$ cat config.mk
export PLATFORM = sky130hd
export DESIGN_NAME = voice_channel_picker_core
export DESIGN_NICKNAME = d
export VERILOG_FILES = /design/src/design/vcp_pkg.sv /design/src/design/voice_channel_picker_core.sv
export SDC_FILE = /design/constraint.sdc
export NUM_CORES = 2
export LEC_CHECK = 0
export BUFFER_PORTS_ARGS = -buffer_cell sky130_fd_sc_hd__buf_4
export CORE_ASPECT_RATIO = 1.25
export CORE_MARGIN = 2
export CORE_UTILIZATION = 56
export CTS_CLUSTER_DIAMETER = 200
export DETAILED_ROUTE_END_ITERATION = 7
export GPL_ROUTABILITY_DRIVEN = 0
export PLACE_DENSITY = 0.75
export SLEW_MARGIN = 25
export SYNTH_ARGS = -nofsm -noshare
export SYNTH_HDL_FRONTEND = slang
export SYNTH_SLANG_ARGS = --single-unit
export TNS_END_PERCENT = 100
$ cat constraint.sdc
create_clock -name clock -period 5.5 [get_ports clock]
set_input_delay 1.375 -clock clock [delete_from_list [all_inputs] [get_ports clock]]
set_output_delay 1.375 -clock clock [all_outputs]
set_load 0.005 [all_outputs]
$ cat src/design/vcp_pkg.sv
package vcp_pkg;

   // Default size of the channel table.
   localparam int unsigned DEFAULT_CHANNELS = 64;

   // Field widths of the request, the result and the table entries.
   localparam int unsigned ENT_W = 10;
   localparam int unsigned SUB_W = 3;
   localparam int unsigned TIME_W = 32;
   localparam int unsigned IDX_W = 6;
   localparam int unsigned NUM_W = 7;

   // Streaming mask covers the first channels only.
   localparam int unsigned MASK_W = 64;

   // Stream payload widths (whole bytes).
   localparam int unsigned REQ_DATA_W = 56;
   localparam int unsigned RSP_DATA_W = 8;

   // Register port.
   localparam int unsigned CSR_ADDR_W = 5;
   localparam int unsigned CSR_DATA_W = 64;

   // Register indexes (byte address is 8 times the index).
   localparam logic [1:0] REG_NUM_CHANNELS = 2'd0;
   localparam logic [1:0] REG_PLAYER_ENTITY = 2'd1;
   localparam logic [1:0] REG_STREAMING_MASK = 2'd2;

   // Request operations.
   localparam logic OP_PICK = 1'b0;
   localparam logic OP_RELEASE = 1'b1;

   // One entry of the channel owner table.
   typedef struct packed {
      logic [ENT_W-1:0] ent;
      logic [SUB_W-1:0] sub;
      logic [TIME_W-1:0] stamp;
   } entry_type;

endpackage

$ cat src/design/voice_channel_picker_core.sv
// Voice channel picker. A request on the req_ stream either picks a mixer
// channel for a sound (tuser low) or releases one (tuser high); each request
// gives exactly one item on the rsp_ stream. A pick walks the channel table in
// index order, one channel per clock through the single read port of the owner
// table: it stops at the first idle channel or at the first channel where the
// same entity already plays on the same nonzero sub-channel, and otherwise
// steals the channel with the strictly oldest start time, never a channel
// started at the current time and never a player channel for another entity.
// Channels marked in the streaming mask are skipped. A pick judges at most the
// N live channels, then passes through ST_FINISH to ST_RESP; it ends sooner
// when an idle or matching channel turns up early. A release shows its result
// in the cycle after it is taken. The block takes one request at a time
// and holds req_tready low until the result has been taken. The user must
// write the csr_ port registers only while no request is in flight (not enforced).
module voice_channel_picker_core #(
   parameter int unsigned CHANNELS = vcp_pkg::DEFAULT_CHANNELS
) (
   input  logic clock,
   input  logic reset,

   input  logic req_tvalid,
   output logic req_tready,
   // Fields from bit 0 up: ent_num[9:0], ent_channel[12:10], now_time[44:13],
   // channel_index[50:45], zero fill[55:51].
   input  logic [vcp_pkg::REQ_DATA_W-1:0] req_tdata,
   // Field: opcode (0 pick, 1 release).
   input  logic req_tuser,

   output logic rsp_tvalid,
   input  logic rsp_tready,
   // Fields from bit 0 up: found[0], granted_channel[6:1], stolen[7].
   output logic [vcp_pkg::RSP_DATA_W-1:0] rsp_tdata,

   input  logic csr_psel,
   input  logic csr_penable,
   input  logic csr_pwrite,
   input  logic [vcp_pkg::CSR_ADDR_W-1:0] csr_paddr,
   input  logic [vcp_pkg::CSR_DATA_W-1:0] csr_pwdata,
   output logic [vcp_pkg::CSR_DATA_W-1:0] csr_prdata,
   output logic csr_pready
);

   // Channel index width and a counter width that can hold the channel count.
   localparam int unsigned IW = (CHANNELS > 1) ? $clog2(CHANNELS) : 1;
   localparam int unsigned CW = $clog2(CHANNELS + 1);

   typedef enum logic [1:0] {
      ST_IDLE,
      ST_SCAN,
      ST_FINISH,
      ST_RESP
   } state_type;

   // Configuration registers.
   logic [vcp_pkg::NUM_W-1:0] num_channels_ff;
   logic [vcp_pkg::ENT_W-1:0] player_ff;
   logic [vcp_pkg::MASK_W-1:0] mask_ff;

   // Sequencer state and the request held during the scan.
   state_type state_ff;
   logic op_ff;
   logic [vcp_pkg::ENT_W-1:0] ent_ff;
   logic [vcp_pkg::SUB_W-1:0] sub_ff;
   logic [vcp_pkg::TIME_W-1:0] now_ff;
   logic [CW-1:0] count_ff;
   logic [CW-1:0] issue_ff;
   logic eval_valid_ff;
   logic [IW-1:0] eval_idx_ff;
   logic have_ff;
   logic [IW-1:0] pick_ff;
   logic [vcp_pkg::TIME_W-1:0] oldest_ff;

   // Result register.
   logic rsp_found_ff;
   logic [vcp_pkg::IDX_W-1:0] rsp_chan_ff;
   logic rsp_stolen_ff;

   // Per-channel activity bits and the owner table.
   logic active_ff [CHANNELS];
   vcp_pkg::entry_type table_mem [CHANNELS];
   vcp_pkg::entry_type rd_data_ff;

   // Unpacked request fields.
   logic [vcp_pkg::ENT_W-1:0] req_ent;
   logic [vcp_pkg::SUB_W-1:0] req_sub;
   logic [vcp_pkg::TIME_W-1:0] req_now;
   logic [vcp_pkg::IDX_W-1:0] req_idx;

   logic req_fire;
   logic csr_write;
   logic [1:0] csr_reg;
   logic [CW-1:0] count_in;
   logic [8:0] num_wide;
   logic rd_en;
   logic wr_en;
   logic [8:0] eval_wide;
   logic [8:0] pick_wide;
   logic [8:0] rel_wide;
   logic eval_stream;
   logic eval_active;
   logic eval_match;
   logic eval_protected;
   logic eval_older;
   logic eval_last;
   logic eval_win;
   logic rel_in_range;

   assign req_ent = req_tdata[9:0];
   assign req_sub = req_tdata[12:10];
   assign req_now = req_tdata[44:13];
   assign req_idx = req_tdata[50:45];

   assign req_tready = (state_ff == ST_IDLE);
   assign rsp_tvalid = (state_ff == ST_RESP);
   assign rsp_tdata = {rsp_stolen_ff, rsp_chan_ff, rsp_found_ff};
   assign req_fire = req_tvalid && req_tready;

   // Register port: always ready, registers at 8-byte steps.
   assign csr_pready = 1'b1;
   assign csr_reg = csr_paddr[4:3];
   assign csr_write = csr_psel && csr_penable && csr_pwrite && csr_pready;

   always_comb begin
      unique case (csr_reg)
         vcp_pkg::REG_NUM_CHANNELS:   csr_prdata = 64'(num_channels_ff);
         vcp_pkg::REG_PLAYER_ENTITY:  csr_prdata = 64'(player_ff);
         vcp_pkg::REG_STREAMING_MASK: csr_prdata = mask_ff;
         default:                     csr_prdata = '0;
      endcase
   end

   always_ff @(posedge clock) begin
      if (reset) begin
         num_channels_ff <= vcp_pkg::NUM_W'(vcp_pkg::DEFAULT_CHANNELS);
         player_ff <= '0;
         mask_ff <= '0;
      end else if (csr_write) begin
         unique case (csr_reg)
            vcp_pkg::REG_NUM_CHANNELS:   num_channels_ff <= csr_pwdata[6:0];
            vcp_pkg::REG_PLAYER_ENTITY:  player_ff <= csr_pwdata[9:0];
            vcp_pkg::REG_STREAMING_MASK: mask_ff <= csr_pwdata;
            default: ;
         endcase
      end
   end

   // Live channel count: the register, limited to the table size.
   assign num_wide = 9'(num_channels_ff);
   assign count_in = (num_wide > 9'(CHANNELS)) ? CW'(CHANNELS) : CW'(num_wide);

   assign rel_wide = 9'(req_idx);
   assign rel_in_range = (rel_wide < 9'(count_in));

   // Evaluation of the channel whose table entry arrived this cycle.
   assign eval_wide = 9'(eval_idx_ff);
   assign pick_wide = 9'(pick_ff);
   assign eval_stream = (eval_wide < 9'(vcp_pkg::MASK_W)) && mask_ff[eval_wide[5:0]];
   assign eval_active = active_ff[eval_idx_ff];
   assign eval_match = (sub_ff != '0) && (rd_data_ff.ent == ent_ff) &&
                       (rd_data_ff.sub == sub_ff);
   assign eval_protected = (ent_ff != player_ff) && (rd_data_ff.ent == player_ff);
   assign eval_older = (rd_data_ff.stamp < oldest_ff);
   assign eval_last = ((eval_wide + 9'd1) == 9'(count_ff));
   assign eval_win = eval_valid_ff && !eval_stream && (!eval_active || eval_match);

   assign rd_en = (state_ff == ST_SCAN) && (issue_ff < count_ff);
   assign wr_en = (state_ff == ST_FINISH) && have_ff;

   // Owner table: one read and one write port, read data registered.
   always_ff @(posedge clock) begin
      if (rd_en) begin
         rd_data_ff <= table_mem[issue_ff[IW-1:0]];
      end
      if (wr_en) begin
         table_mem[pick_ff] <= '{ent: ent_ff, sub: sub_ff, stamp: now_ff};
      end
   end

   always_ff @(posedge clock) begin
      if (reset) begin
         state_ff <= ST_IDLE;
         eval_valid_ff <= 1'b0;
         have_ff <= 1'b0;
         for (int i = 0; i < CHANNELS; i++) begin
            active_ff[i] <= 1'b0;
         end
      end else begin
         unique case (state_ff)
            ST_IDLE: begin
               if (req_fire) begin
                  op_ff <= req_tuser;
                  ent_ff <= req_ent;
                  sub_ff <= req_sub;
                  now_ff <= req_now;
                  oldest_ff <= req_now;
                  count_ff <= count_in;
                  issue_ff <= '0;
                  eval_valid_ff <= 1'b0;
                  have_ff <= 1'b0;
                  pick_ff <= '0;
                  if (req_tuser == vcp_pkg::OP_RELEASE) begin
                     // Release: clear the activity bit, answer without a scan.
                     if (rel_in_range) begin
                        active_ff[rel_wide[IW-1:0]] <= 1'b0;
                     end
                     rsp_found_ff <= rel_in_range;
                     rsp_chan_ff <= rel_in_range ? req_idx : '0;
                     rsp_stolen_ff <= 1'b0;
                     state_ff <= ST_RESP;
                  end else if (count_in == '0) begin
                     state_ff <= ST_FINISH;
                  end else begin
                     state_ff <= ST_SCAN;
                  end
               end
            end
            ST_SCAN: begin
               // Issue the next table read while the previous entry is judged.
               if (rd_en) begin
                  issue_ff <= issue_ff + CW'(1);
                  eval_idx_ff <= issue_ff[IW-1:0];
                  eval_valid_ff <= 1'b1;
               end else begin
                  eval_valid_ff <= 1'b0;
               end
               if (eval_win) begin
                  have_ff <= 1'b1;
                  pick_ff <= eval_idx_ff;
               end else if (eval_valid_ff && !eval_stream && !eval_protected &&
                            eval_older) begin
                  have_ff <= 1'b1;
                  pick_ff <= eval_idx_ff;
                  oldest_ff <= rd_data_ff.stamp;
               end
               if (eval_win || (eval_valid_ff && eval_last)) begin
                  state_ff <= ST_FINISH;
               end
            end
            ST_FINISH: begin
               // Claim the chosen channel and form the result.
               eval_valid_ff <= 1'b0;
               rsp_found_ff <= have_ff;
               rsp_chan_ff <= have_ff ? pick_wide[5:0] : '0;
               rsp_stolen_ff <= have_ff && active_ff[pick_ff];
               if (have_ff) begin
                  active_ff[pick_ff] <= 1'b1;
               end
               state_ff <= ST_RESP;
            end
            ST_RESP: begin
               if (rsp_tready) begin
                  state_ff <= ST_IDLE;
               end
            end
            default: state_ff <= ST_IDLE;
         endcase
      end
   end

   // The read pointer never runs past the live channel count.
   assert property (@(posedge clock) disable iff (reset)
      (state_ff == ST_SCAN) |-> (issue_ff <= count_ff))
      else $error("scan pointer ran past the channel count");

   // Every judged channel lies inside the live range.
   assert property (@(posedge clock) disable iff (reset)
      (state_ff == ST_SCAN && eval_valid_ff) |-> (9'(eval_idx_ff) < 9'(count_ff)))
      else $error("judged channel outside the live range");

   // A granted pick leaves its channel marked active.
   assert property (@(posedge clock) disable iff (reset)
      (state_ff == ST_FINISH && have_ff) |=> active_ff[$past(pick_ff)])
      else $error("granted channel not marked active");

   // A release never reports a stolen channel.
   assert property (@(posedge clock) disable iff (reset)
      (state_ff == ST_RESP && op_ff == vcp_pkg::OP_RELEASE) |-> !rsp_stolen_ff)
      else $error("release reported a stolen channel");

   // A pending result blocks new requests.
   assert property (@(posedge clock) disable iff (reset)
      rsp_tvalid |-> !req_tready)
      else $error("request taken while a result is pending");

endmodule
==> key figures <==
Run status
  – Run status: completed

Worst setup path
  – Crit-path leading delay family: compound AO/OA/AOI/OAI gates
  – Worst EP required: 5.99 ns
  – Slowest-stage cell, CP: a211oi_1
  – Reg2Reg Depth: 11
  – Reg2reg end: oldest_ff[19]
  – CP arrival: 4.83 ns
  – CP endpoint kind: flop
  – Crit path from: oldest_ff[3]
  – Last element of the critical path: oldest_ff[19]
  – R2R Path Start: oldest_ff[3]
  – Reg2Reg Setup Slack: 1.15 ns
  – CP Depth: 11
  – Crit path kind: flop to flop
  – Slowest Stage Delay on Critical Path: 0.96 ns
  – WP buf/inv: 3
  – Max Fanout on Critical Path: 32
  – Crit-path cells: inv_1, ha_1, a211oi_1, a211o_1, a311oi_1, o311ai_1, buf_4, nand4_1, o21a_1, nor2_4, buf_12
  – Critical Path Start Type: flop

Floorplan
  – Die Area: 227000 um2
  – Initial Util: 0.564
  – # IOs: 208
  – Die Y: 532 um
  – Row count: 193
  – Core Region: 221000 um2
  – Die X-Extent: 426 um

Layout
  – Commonest non-fill, non-tap cells in the layout: edfxtp_1 (3100), mux4_2 (978), buf_4 (346), clkbuf_16 (311), nand2_1 (180)
  – End-of-flow core utilization: 0.639
  – Most common cell after layout, fill and taps aside: edfxtp_1
  – Share of cells above drive strength 1: 0.324
  – NumNets Final: 6111
  – Area Overhead vs Synth: 13.2%

Logic synthesis
  – Share of synthesized registers carrying an async set or reset: 0
  – Mapped Nets: 5703
  – Register bit total from synthesis: 3197
  – Synth unique cells: 63
  – Register area share after synthesis: 0.761
  – Syn. warnings: 0
  – Syn Std Cell Area: 125000 um2
  – EDFF count, synth: 3100
  – Synth Flop Type: edfxtp_1
  – Synth Instances: 5521
  – Syn avg cell area: 22.6 um2

Placement
  – Dpl ws: 1.20 ns
  – DP HPWL: 171 mm
  – IO buf count: 198

Min path
  – Hold path cells: 2
  – HP Class: flop to flop
  – Hold Path Origin: mask_ff[38]

Timing
  – Slew Limit Fails: 0
  – Post-route minimum period: 4.35 ns
  – Fmax: 230 MHz
  – RSZ-0062 raised after global routing: no
  – Final setup viols: 0
  – Rel. slew slack: 0.212
  – Slew @ Worst Pin: 1.18 ns
  – Final setup margin: 1.15 ns
  – WHS: 0.465 ns
  – Final number of hold-violating endpoints: 0
  – Final Skew: 0.0485 ns
  – Period utilization: 0.791
  – Final TNS setup: 0 ns

Drt
  – DRC: 0
  – Post-route ant nets: 0
  – Total Routed Length: 349 mm
  – Wire length per cell: 38.4 um
  – First drt pass iteration count: 6
  – Initial DRC count: 9973
  – Vias: 63702
  – Vias/cell: 7.01

CTS
  – Htree depth: 5
  – CTS tree: done
  – Gates resized, CTS repair: 0
  – Hold-fix buffers, CTS: 0
  – Skew-Pair Late Insertion Delay: 0.87 ns
  – Post CTS Setup Buffer Count: 0
  – Worst-case clock buffer depth: 4
  – CTS Buf Count: 306
  – Clk pin slew, worst setup/hold paths: 0.06 ns
  – Clock Tree Root: clkbuf_16
  – Clock sink count: 3197

Power
  – Final Power: 58.6 mW
  – Leakage power: 44.5 nW
  – Power Dens Cells: 414 nW/um2
  – Worst vdd ir: 0.276 mV

GRT
  – Total Routing Usage GR: 0.308
  – Pin count of the biggest net entering global routing: 108
  – Initial antenna violation count: 10
  – First-pass GRT wire length: 485 mm
  – Vias in the first global route: 64269
  – Overflow after GRT: 0

Job
  – Max Cap Viol: 0
[metal layers]
metal	track usage	part of all wire	up-vias
li1	-	-	24116
met1	0.392	0.32	33272
met2	0.502	0.50	5280
met3	0.0762	0.12	1030
met4	0.144	0.055	4
met5	0	0.000075	-
[layout make-up]
cell class / count / area [um2]
tap: 2925 / 3660
sequential: 3197 / 95000
fill: 13724 / 80000
clock inverter: 156 / 1550
clock buffer: 381 / 8090
multi-input combinational: 1961 / 29000
antenna: 6 / 15.0
inverter: 54 / 203
timing repair buffer: 409 / 3860
[worst reg2reg max path: stages (launching register included)]
cell,delay [ns]
edfxtp_1,0.35
inv_1,0.06
ha_1,0.31
a211oi_1,0.96
a211o_1,0.35
a311oi_1,0.31
o311ai_1,0.43
buf_4,0.27
nand4_1,0.19
o21a_1,0.28
nor2_4,0.11
buf_12,0.29
[synth_stat cells (6+ instances only)]
library cell     n  area share
a21o_1          11     0.00066
a21oi_1         89      0.0036
a22o_1          10     0.00070
a22oi_1          6     0.00036
a31o_2          65      0.0046
and2_1          63      0.0032
buf_1           40      0.0012
buf_2           43      0.0017
clkbuf_1       219      0.0066
dfxtp_1         97       0.016
edfxtp_1      3100        0.75
ha_1            49      0.0049
inv_1           53      0.0016
mux2_2          42      0.0038
mux2_4           6     0.00072
mux2i_1         46      0.0037
mux4_1          11      0.0023
mux4_2         978        0.18
nand2_1        180      0.0054
nand2b_1        12     0.00060
nand3_1         22     0.00088
nand3b_1         6     0.00036
nand4_1         19     0.00095
nor2_1         185      0.0056
nor2b_1         14     0.00070
nor3_1          11     0.00044
nor4_1           8     0.00040
o21ai_0         23     0.00092
xnor2_1         29      0.0020
xor2_1          15      0.0011
[flip-flops by register name, summed over array words and instances (netlist names), 7 cells and up, named ones only]
| signal | count |
|---|---|
| active_ff | 64 |
| count_ff | 7 |
| ent_ff | 10 |
| issue_ff | 7 |
| mask_ff | 64 |
| now_ff | 32 |
| num_channels_ff | 7 |
| oldest_ff | 32 |
| player_ff | 10 |
| rd_data_ff | 45 |
| table_mem | 2880 |
[kinds of logic after synthesis]
group,synth area share
buffers and inverters,0.0117
adders and majority gates,0.00491
DFF,0.761
other,0.0000300
xor gates and xnor gates,0.00308
and+or+nand+nor,0.0195
AOI/OAI and AO/OA,0.0134
muxes,0.187
[metrics by stage]
step / cells / area, um2
floorplan: 5521 / 125000
global placement: 8543 / 132000
detailed placement: 8545 / 132000
CTS: 9082 / 141000
global route: 9085 / 141000
finish: 9089 / 141000
[where the power goes]
group | switching, mW | internal [mW]
registers | 0.368 | 27.5
clock network | 8.95 | 11.8
logic | 5.19 | 4.73
[how the worst min path moves through the flow]
stage             endpoint  slack (ns)
3_3_place_gp   mask_ff[48]        0.45
4_1_cts        mask_ff[30]        0.47
5_1_grt        mask_ff[39]        0.49
6_report       mask_ff[38]        0.47
3_5_place_dp   mask_ff[30]        0.46
2_1_floorplan  mask_ff[13]        0.44
Power figures use the tool's default switching activity.
